===== src/rtl/fltw_pkg.sv =====
// Shared types, codes and the microcode program of the four-level page table walker.
// Used by fltw_sequencer, fltw_datapath and the top level; depends on nothing else.
package fltw_pkg;

  localparam int StepW = 4;
  localparam int EntryW = 64;

  typedef enum logic [1:0] {
    MODE_WRITE     = 2'd0,
    MODE_TRANSLATE = 2'd1,
    MODE_UNMAP     = 2'd2,
    MODE_NONE      = 2'd3
  } mode_e;

  // Jump conditions tested by a control word.
  typedef enum logic [1:0] {
    COND_NEVER = 2'd0,
    COND_WRITE = 2'd1,
    COND_MISS  = 2'd2,
    COND_LARGE = 2'd3
  } cond_e;

  typedef enum logic {
    ASEL_ROOT  = 1'b0,
    ASEL_ENTRY = 1'b1
  } asel_e;

  typedef enum logic [1:0] {
    LVL_4 = 2'd0,
    LVL_3 = 2'd1,
    LVL_2 = 2'd2,
    LVL_1 = 2'd3
  } lvl_e;

  typedef enum logic [2:0] {
    FIN_NONE  = 3'd0,
    FIN_WRITE = 3'd1,
    FIN_MISS  = 3'd2,
    FIN_LARGE = 3'd3,
    FIN_SMALL = 3'd4
  } fin_e;

  typedef struct packed {
    logic             rd;
    asel_e            asel;
    lvl_e             lvl;
    cond_e            cond;
    logic [StepW-1:0] target;
    fin_e             fin;
  } ctrl_t;

  typedef struct packed {
    logic write;
    logic miss;
    logic leaf_2m;
  } status_t;

  localparam logic [StepW-1:0] STEP_L4    = 4'd0;
  localparam logic [StepW-1:0] STEP_L3    = 4'd1;
  localparam logic [StepW-1:0] STEP_L2    = 4'd2;
  localparam logic [StepW-1:0] STEP_CHK   = 4'd3;
  localparam logic [StepW-1:0] STEP_L1    = 4'd4;
  localparam logic [StepW-1:0] STEP_SMALL = 4'd5;
  localparam logic [StepW-1:0] STEP_LARGE = 4'd6;
  localparam logic [StepW-1:0] STEP_MISS  = 4'd7;
  localparam logic [StepW-1:0] STEP_WRITE = 4'd8;

  // The walk program. Each step reads the entry chosen by the previous word, while
  // its jump condition looks at the word that the previous step fetched.
  function automatic ctrl_t ucode_word(logic [StepW-1:0] step);
    ctrl_t w;
    w = '{rd: 1'b0, asel: ASEL_ROOT, lvl: LVL_4, cond: COND_NEVER,
          target: STEP_MISS, fin: FIN_NONE};
    case (step)
      STEP_L4: begin
        w.rd = 1'b1;
        w.cond = COND_WRITE;
        w.target = STEP_WRITE;
      end
      STEP_L3: begin
        w.rd = 1'b1;
        w.asel = ASEL_ENTRY;
        w.lvl = LVL_3;
        w.cond = COND_MISS;
      end
      STEP_L2: begin
        w.rd = 1'b1;
        w.asel = ASEL_ENTRY;
        w.lvl = LVL_2;
        w.cond = COND_MISS;
      end
      // A present 2 MB directory entry is caught here, before the leaf read replaces it.
      STEP_CHK: begin
        w.cond = COND_LARGE;
        w.target = STEP_LARGE;
      end
      STEP_L1: begin
        w.rd = 1'b1;
        w.asel = ASEL_ENTRY;
        w.lvl = LVL_1;
        w.cond = COND_MISS;
      end
      STEP_SMALL: w.fin = FIN_SMALL;
      STEP_LARGE: w.fin = FIN_LARGE;
      STEP_WRITE: w.fin = FIN_WRITE;
      default:    w.fin = FIN_MISS;
    endcase
    return w;
  endfunction

endpackage


===== src/rtl/fltw_sequencer.sv =====
// Microcode sequencer of the page table walker: step counter, program table and jumps.
// Depends on fltw_pkg for the control word, status and step codes.
module fltw_sequencer (
  input  logic            clk_i,
  input  logic            rst_ni,
  input  logic            accept_i,
  input  fltw_pkg::status_t status_i,
  output fltw_pkg::ctrl_t   ctrl_o,
  output logic            running_o
);
  import fltw_pkg::*;

  logic [StepW-1:0] pc_q, pc_d;
  logic             running_q, running_d;
  ctrl_t            word;
  logic             taken;

  assign word = ucode_word(pc_q);

  always_comb begin
    case (word.cond)
      COND_WRITE: taken = status_i.write;
      COND_MISS:  taken = status_i.miss;
      COND_LARGE: taken = status_i.leaf_2m;
      default:    taken = 1'b0;
    endcase
  end

  always_comb begin
    pc_d = pc_q;
    running_d = running_q;
    if (accept_i) begin
      pc_d = STEP_L4;
      running_d = 1'b1;
    end else if (running_q) begin
      if (word.fin != FIN_NONE) begin
        running_d = 1'b0;
      end else if (taken) begin
        pc_d = word.target;
      end else begin
        pc_d = pc_q + 1'b1;
      end
    end
  end

  always_ff @(posedge clk_i or negedge rst_ni) begin
    if (!rst_ni) begin
      pc_q <= STEP_L4;
      running_q <= 1'b0;
    end else begin
      pc_q <= pc_d;
      running_q <= running_d;
    end
  end

  // Outside a walk the datapath sees a word that does nothing.
  always_comb begin
    ctrl_o = word;
    if (!running_q) begin
      ctrl_o.rd = 1'b0;
      ctrl_o.fin = FIN_NONE;
    end
  end

  assign running_o = running_q;

endmodule


===== config.mk =====
export PLATFORM = sky130hd
export DESIGN_NAME = fltw_sequencer
export DESIGN_NICKNAME = d
export VERILOG_FILES = /design/src/rtl/fltw_pkg.sv /design/src/rtl/fltw_sequencer.sv
export SDC_FILE = /design/constraint.sdc
export NUM_CORES = 1
export LEC_CHECK = 0
export ABC_AREA = 1
export BUFFER_PORTS_ARGS = -buffer_cell sky130_fd_sc_hd__buf_4
export CAP_MARGIN = 10
export CORE_UTILIZATION = 35
export CTS_CLUSTER_DIAMETER = 200
export CTS_CLUSTER_SIZE = 30
export DETAILED_ROUTE_END_ITERATION = 7
export PLACE_DENSITY = 0.66
export SLEW_MARGIN = 20
export SYNTH_ARGS = -nofsm -noshare
export SYNTH_HDL_FRONTEND = slang
export SYNTH_SLANG_ARGS = --single-unit

===== constraint.sdc =====
create_clock -name clk_i -period 1.5 [get_ports clk_i]
set_clock_uncertainty 0.2 [all_clocks]
set_input_delay 0.3 -clock clk_i [delete_from_list [all_inputs] [get_ports clk_i]]
set_output_delay 0.3 -clock clk_i [all_outputs]
set_load 0.005 [all_outputs]

; ---- Word-level counts from Yosys, hierarchy flattened
; Index checks and enable logic that the tools add are counted.
[classes]
n_addsub = 1
n_eq_ne = 11
mux = 15
reduce_logical = 7
[op_table]
columns = cell, count
row1 = $mux 4, 4
row2 = $eq 4x3->1 const B, 3
row3 = $pmux 3 s4, 1
row4 = $pmux 3 s3, 1
row5 = $eq 4x2->1 const B, 2
row6 = $pmux 4 s2, 1
row7 = $pmux 2 s3, 1
row8 = $mux 1, 5
row9 = $reduce_or 5->1, 1
row10 = $add 4x1->4 const B, 1
row11 = $eq 2x2->1 const B, 2
row12 = $eq 4x1->1 const B, 1
row13 = $eq 4x4->1 const B, 1
row14 = $logic_not 4->1, 1
row15 = $reduce_or 4->1, 1
row16 = $mux 3, 1
row17 = $pmux 1 s3, 1
row18 = $reduce_bool 3->1, 1
row19 = $reduce_or 3->1, 1
row20 = $eq 2x1->1 const B, 1
row21 = $ne 2x2->1 const B, 1
row22 = $reduce_and 2->1, 1
row23 = $reduce_bool 2->1, 1
[totals]
reg_bits = 5
inputBits = 6
output_inout_bits = 14
word_cells = 36

; ---- Depth between registers and ports, before layout
[depth]
depth_word = 9
ltp_mapped = 10
depth_no_buf = 10

; ---- Least setup slack after synthesis
; No wires, ideal clock.
[synth_timing]
path_type = register -> output
start = register pc_q[0]
end = output ctrl_o[1] (netlist name)
t_arrival_ns = 1.272
required_ns = 1.000
slack_ns = -0.272
stages_incl_launch_ff = 8
path_buffers = 0
path_cell_list = dfrtp_1 inv_1 ha_1 o21ai_2 nand2_2 inv_2 nand3_1 a21oi_1
[synth_rtl]
columns = element, line
row1 = from (decl), fltw_sequencer.sv:13  ; logic [StepW-1:0] pc_q, pc_d;
row2 = from (signal assigned), fltw_sequencer.sv:51  ; pc_q <= pc_d;
row3 = to (decl), fltw_sequencer.sv:8  ; output fltw_pkg::ctrl_t ctrl_o,

==> flow_metrics.env <==
export IMPL_outcome="finished, violations left"
export IMPL_violations="negative setup slack"
export IMPL_grt_remaining_overflow=0
export IMPL_wl_per_cell_um=11.3
export IMPL_post_route_drc_count=0
export IMPL_cap_violations=0
export IMPL_reg2regPathDepth=11
export IMPL_synth_top_family_by_area="simple AND/OR/NAND/NOR gates"
export IMPL_first_iter_violations=9
export IMPL_syn_nets=91
export IMPL_rsz0062_at_grt="yes"
export IMPL_antenna_cells=0
export IMPL_die_x_um=44.3
export IMPL_avgSynthCellArea_um2=7.72
export IMPL_synthesis_area_um2=626
export IMPL_synthCells=81
export IMPL_synthAdderAreaFrac=0.0800
export IMPL_syn_to_final_growth_pct=102
export IMPL_yosys_area_share_xor_xnor=0.0280
export IMPL_synth_seq_cells=5
export IMPL_startpoint_type="flip-flop"
export IMPL_routed_wl_mm=1.87
export IMPL_timing_rr_start="pc_q[1]"
export IMPL_multiInputGateArea_um2=543
export IMPL_fp_dieH_um=44.3
export IMPL_cts_tree="done"
export IMPL_post_dp_hpwl_mm=1.31
export IMPL_slew_headroom=0.853
export IMPL_setup_viol=18
export IMPL_power_mw=2.46
export IMPL_cts_root_buf="clkbuf_4"
export IMPL_max_freq_mhz=489
export IMPL_cts_sinks=5
export IMPL_grt_pass1_vias=718
export IMPL_finalCritPeriodShare=1.36
export IMPL_fill_cells=110
export IMPL_ant_nets=0
export IMPL_worstSetupPathType="flip-flop to output port"
export IMPL_ys_types=21
export IMPL_required_ns=1.00
export IMPL_critPathCaptureType="output port"
export IMPL_synth_compound_area_share=0.0640
export IMPL_core_area_mm2=0.00159
export IMPL_grt_start_max_net_pins=6
export IMPL_h_tree_depth=1
export IMPL_dieArea_mm2=0.00196
export IMPL_tightest_slew_ns=0.220
export IMPL_yosys_area_share_simple=0.510
export IMPL_fin_crit_ns=2.05
export IMPL_synthMuxAreaShare=0
export IMPL_antenna_found_initial=0
export IMPL_yosysWarnings=0
export IMPL_ys_seq_area_frac=0.200
export IMPL_hp_class="primary input to flip-flop"
export IMPL_clk_pin_slew_worst_paths_ns=0.04
export IMPL_grt_usage=0.213
export IMPL_final_layout_size_suffix_gt1_frac=0.738
export IMPL_power_leakage_nw=0.643
export IMPL_whs_ns=0.115
export IMPL_peakVddDrop_uv=1010
export IMPL_via_per_inst=4.51
export IMPL_slew_violations=0
export IMPL_crit_fanout=4
export IMPL_startpoint="pc_q[1]"
export IMPL_grt_pass1_wl_mm=3.06
export IMPL_finalHoldViolCount=0
export IMPL_layout_cells_non_filler=165
export IMPL_min_path_cells=3
export IMPL_numCtsBuffers=3
export IMPL_num_rows=14
export IMPL_holdCritStartpoint="accept_i"
export IMPL_clockBufferDepth=2
export IMPL_ioPinCount=20
export IMPL_nets=152
export IMPL_gp_congestion=0.776
export IMPL_port_buffers=19
export IMPL_seq_area_um2=130
export IMPL_place_inst=143
export IMPL_clock_latency_ns=0.24
export IMPL_power_density_mw_per_mm2=1950
export IMPL_dr_pass1_iters=5
export IMPL_setup_ws_ns=-0.546
export IMPL_cp_arrival_ns=1.55
export IMPL_num_vias=744
export IMPL_initial_core_util=0.392
export IMPL_finalSetupTns_ns=-7.83
-- layout make-up --
| cell class | count | area share |
|---|---|---|
| Sequential cell | 5 | 0.103 |
| Tap cell | 24 | 0.0237 |
| Clock buffer | 4 | 0.0208 |
| Timing Repair Buffer | 58 | 0.376 |
| Multi-Input combinational cell | 60 | 0.429 |
| Inverter | 14 | 0.0475 |
-- timing repair --
item | in CTS | in global routing
endpoints found under the setup margin | 18 | 18
hold endpoints to repair | 5 | 0
pin swaps | 7 | 4
gates resized for setup | 19 | 5
hold buffers | 1 | 0
buffers inserted | 10 | 7
-- cell usage in the layout, fill, tap and decap left out, types with 2 or more instances in the layout --
master	count
a21oi_2	2
buf_4	47
buf_6	10
clkbuf_4	3
dfrtp_2	4
ha_4	3
inv_1	5
inv_2	6
inv_4	3
nand2_1	11
nand2_2	4
nand2_4	5
nand3_1	13
nand3_2	6
nand3_4	2
nor2_4	4
o21ai_4	2
-- per-stage QoR --
| step | instance area, µm² | util | worst slack (ns) |
|---|---|---|---|
| after global placement | 1020 | 0.637 | -0.321 |
| after CTS | 1190 | 0.747 | -0.510 |
| after detailed placement | 1020 | 0.637 | -0.361 |
| after global routing | 1260 | 0.794 | -0.605 |
| final | 1260 | 0.794 | -0.546 |
| after floorplan | 704 | - | -0.222 |
-- worst max-delay path, cell delays in order (launching register included) --
cell and delay (ns):
dfrtp_2 0.45, buf_4 0.15, ha_2 0.20, o21ai_4 0.16, nand3_2 0.11, a21oi_2 0.12, buf_4 0.12
-- state kept, by name, indices dropped and copies added (netlist names) --
register and flops:
pc_q 4, running_o 1
-- routing by layer --
layer  share of wire  GRT usage  up-vias  wire [µm]
li1                -          -      381          -
met1            0.42      0.265      339        781
met2            0.56      0.379       22       1050
met3           0.022     0.0245        2         41
met4          0.0016     0.0727        0          3
met5               0          0        -          0
-- synth_stat cells --
master | number | area [µm²]
nand3_1 | 14 | 70.1
nand2_1 | 13 | 48.8
inv_1 | 9 | 33.8
nand3_2 | 7 | 70.1
nand2_2 | 6 | 37.5
dfrtp_1 | 5 | 125
ha_1 | 4 | 50.1
inv_2 | 4 | 15.0
a21oi_1 | 3 | 15.0
nor2_4 | 3 | 33.8
nand2_4 | 2 | 22.5
nor2_1 | 2 | 7.51
buf_4 | 1 | 7.51
buf_6 | 1 | 11.3
inv_4 | 1 | 6.26
nand3b_1 | 1 | 7.51
nand4_4 | 1 | 21.3
o21ai_2 | 1 | 8.76
o21ai_4 | 1 | 16.3
xnor2_1 | 1 | 8.76
xor2_1 | 1 | 8.76
-- cell families after synthesis --
kind of cell / after synthesis
and+or+nand+nor: 49
DFF: 5
AOI/OAI and AO/OA: 5
xor gates and xnor gates: 2
buffers and inverters: 16
adders and majority gates: 4
-- power by group --
part	switching [mW]	internal, mW
clock	0.0499	0.100
sequential	0.0653	0.179
combinational	0.925	1.14
total	1.04	1.42
-- worst paths after layout --
check                           slack [ns]         to
worst max-delay path                 -0.55  ctrl_o[1]
worst min-delay path                  0.11  running_o
worst max register to register       -0.47    pc_q[1]
worst min register to register        0.44  running_o
max in group asynchronous             0.80    pc_q[2]
min in group asynchronous             0.19  running_o
No activity file was read; power rests on OpenSTA's default activity.
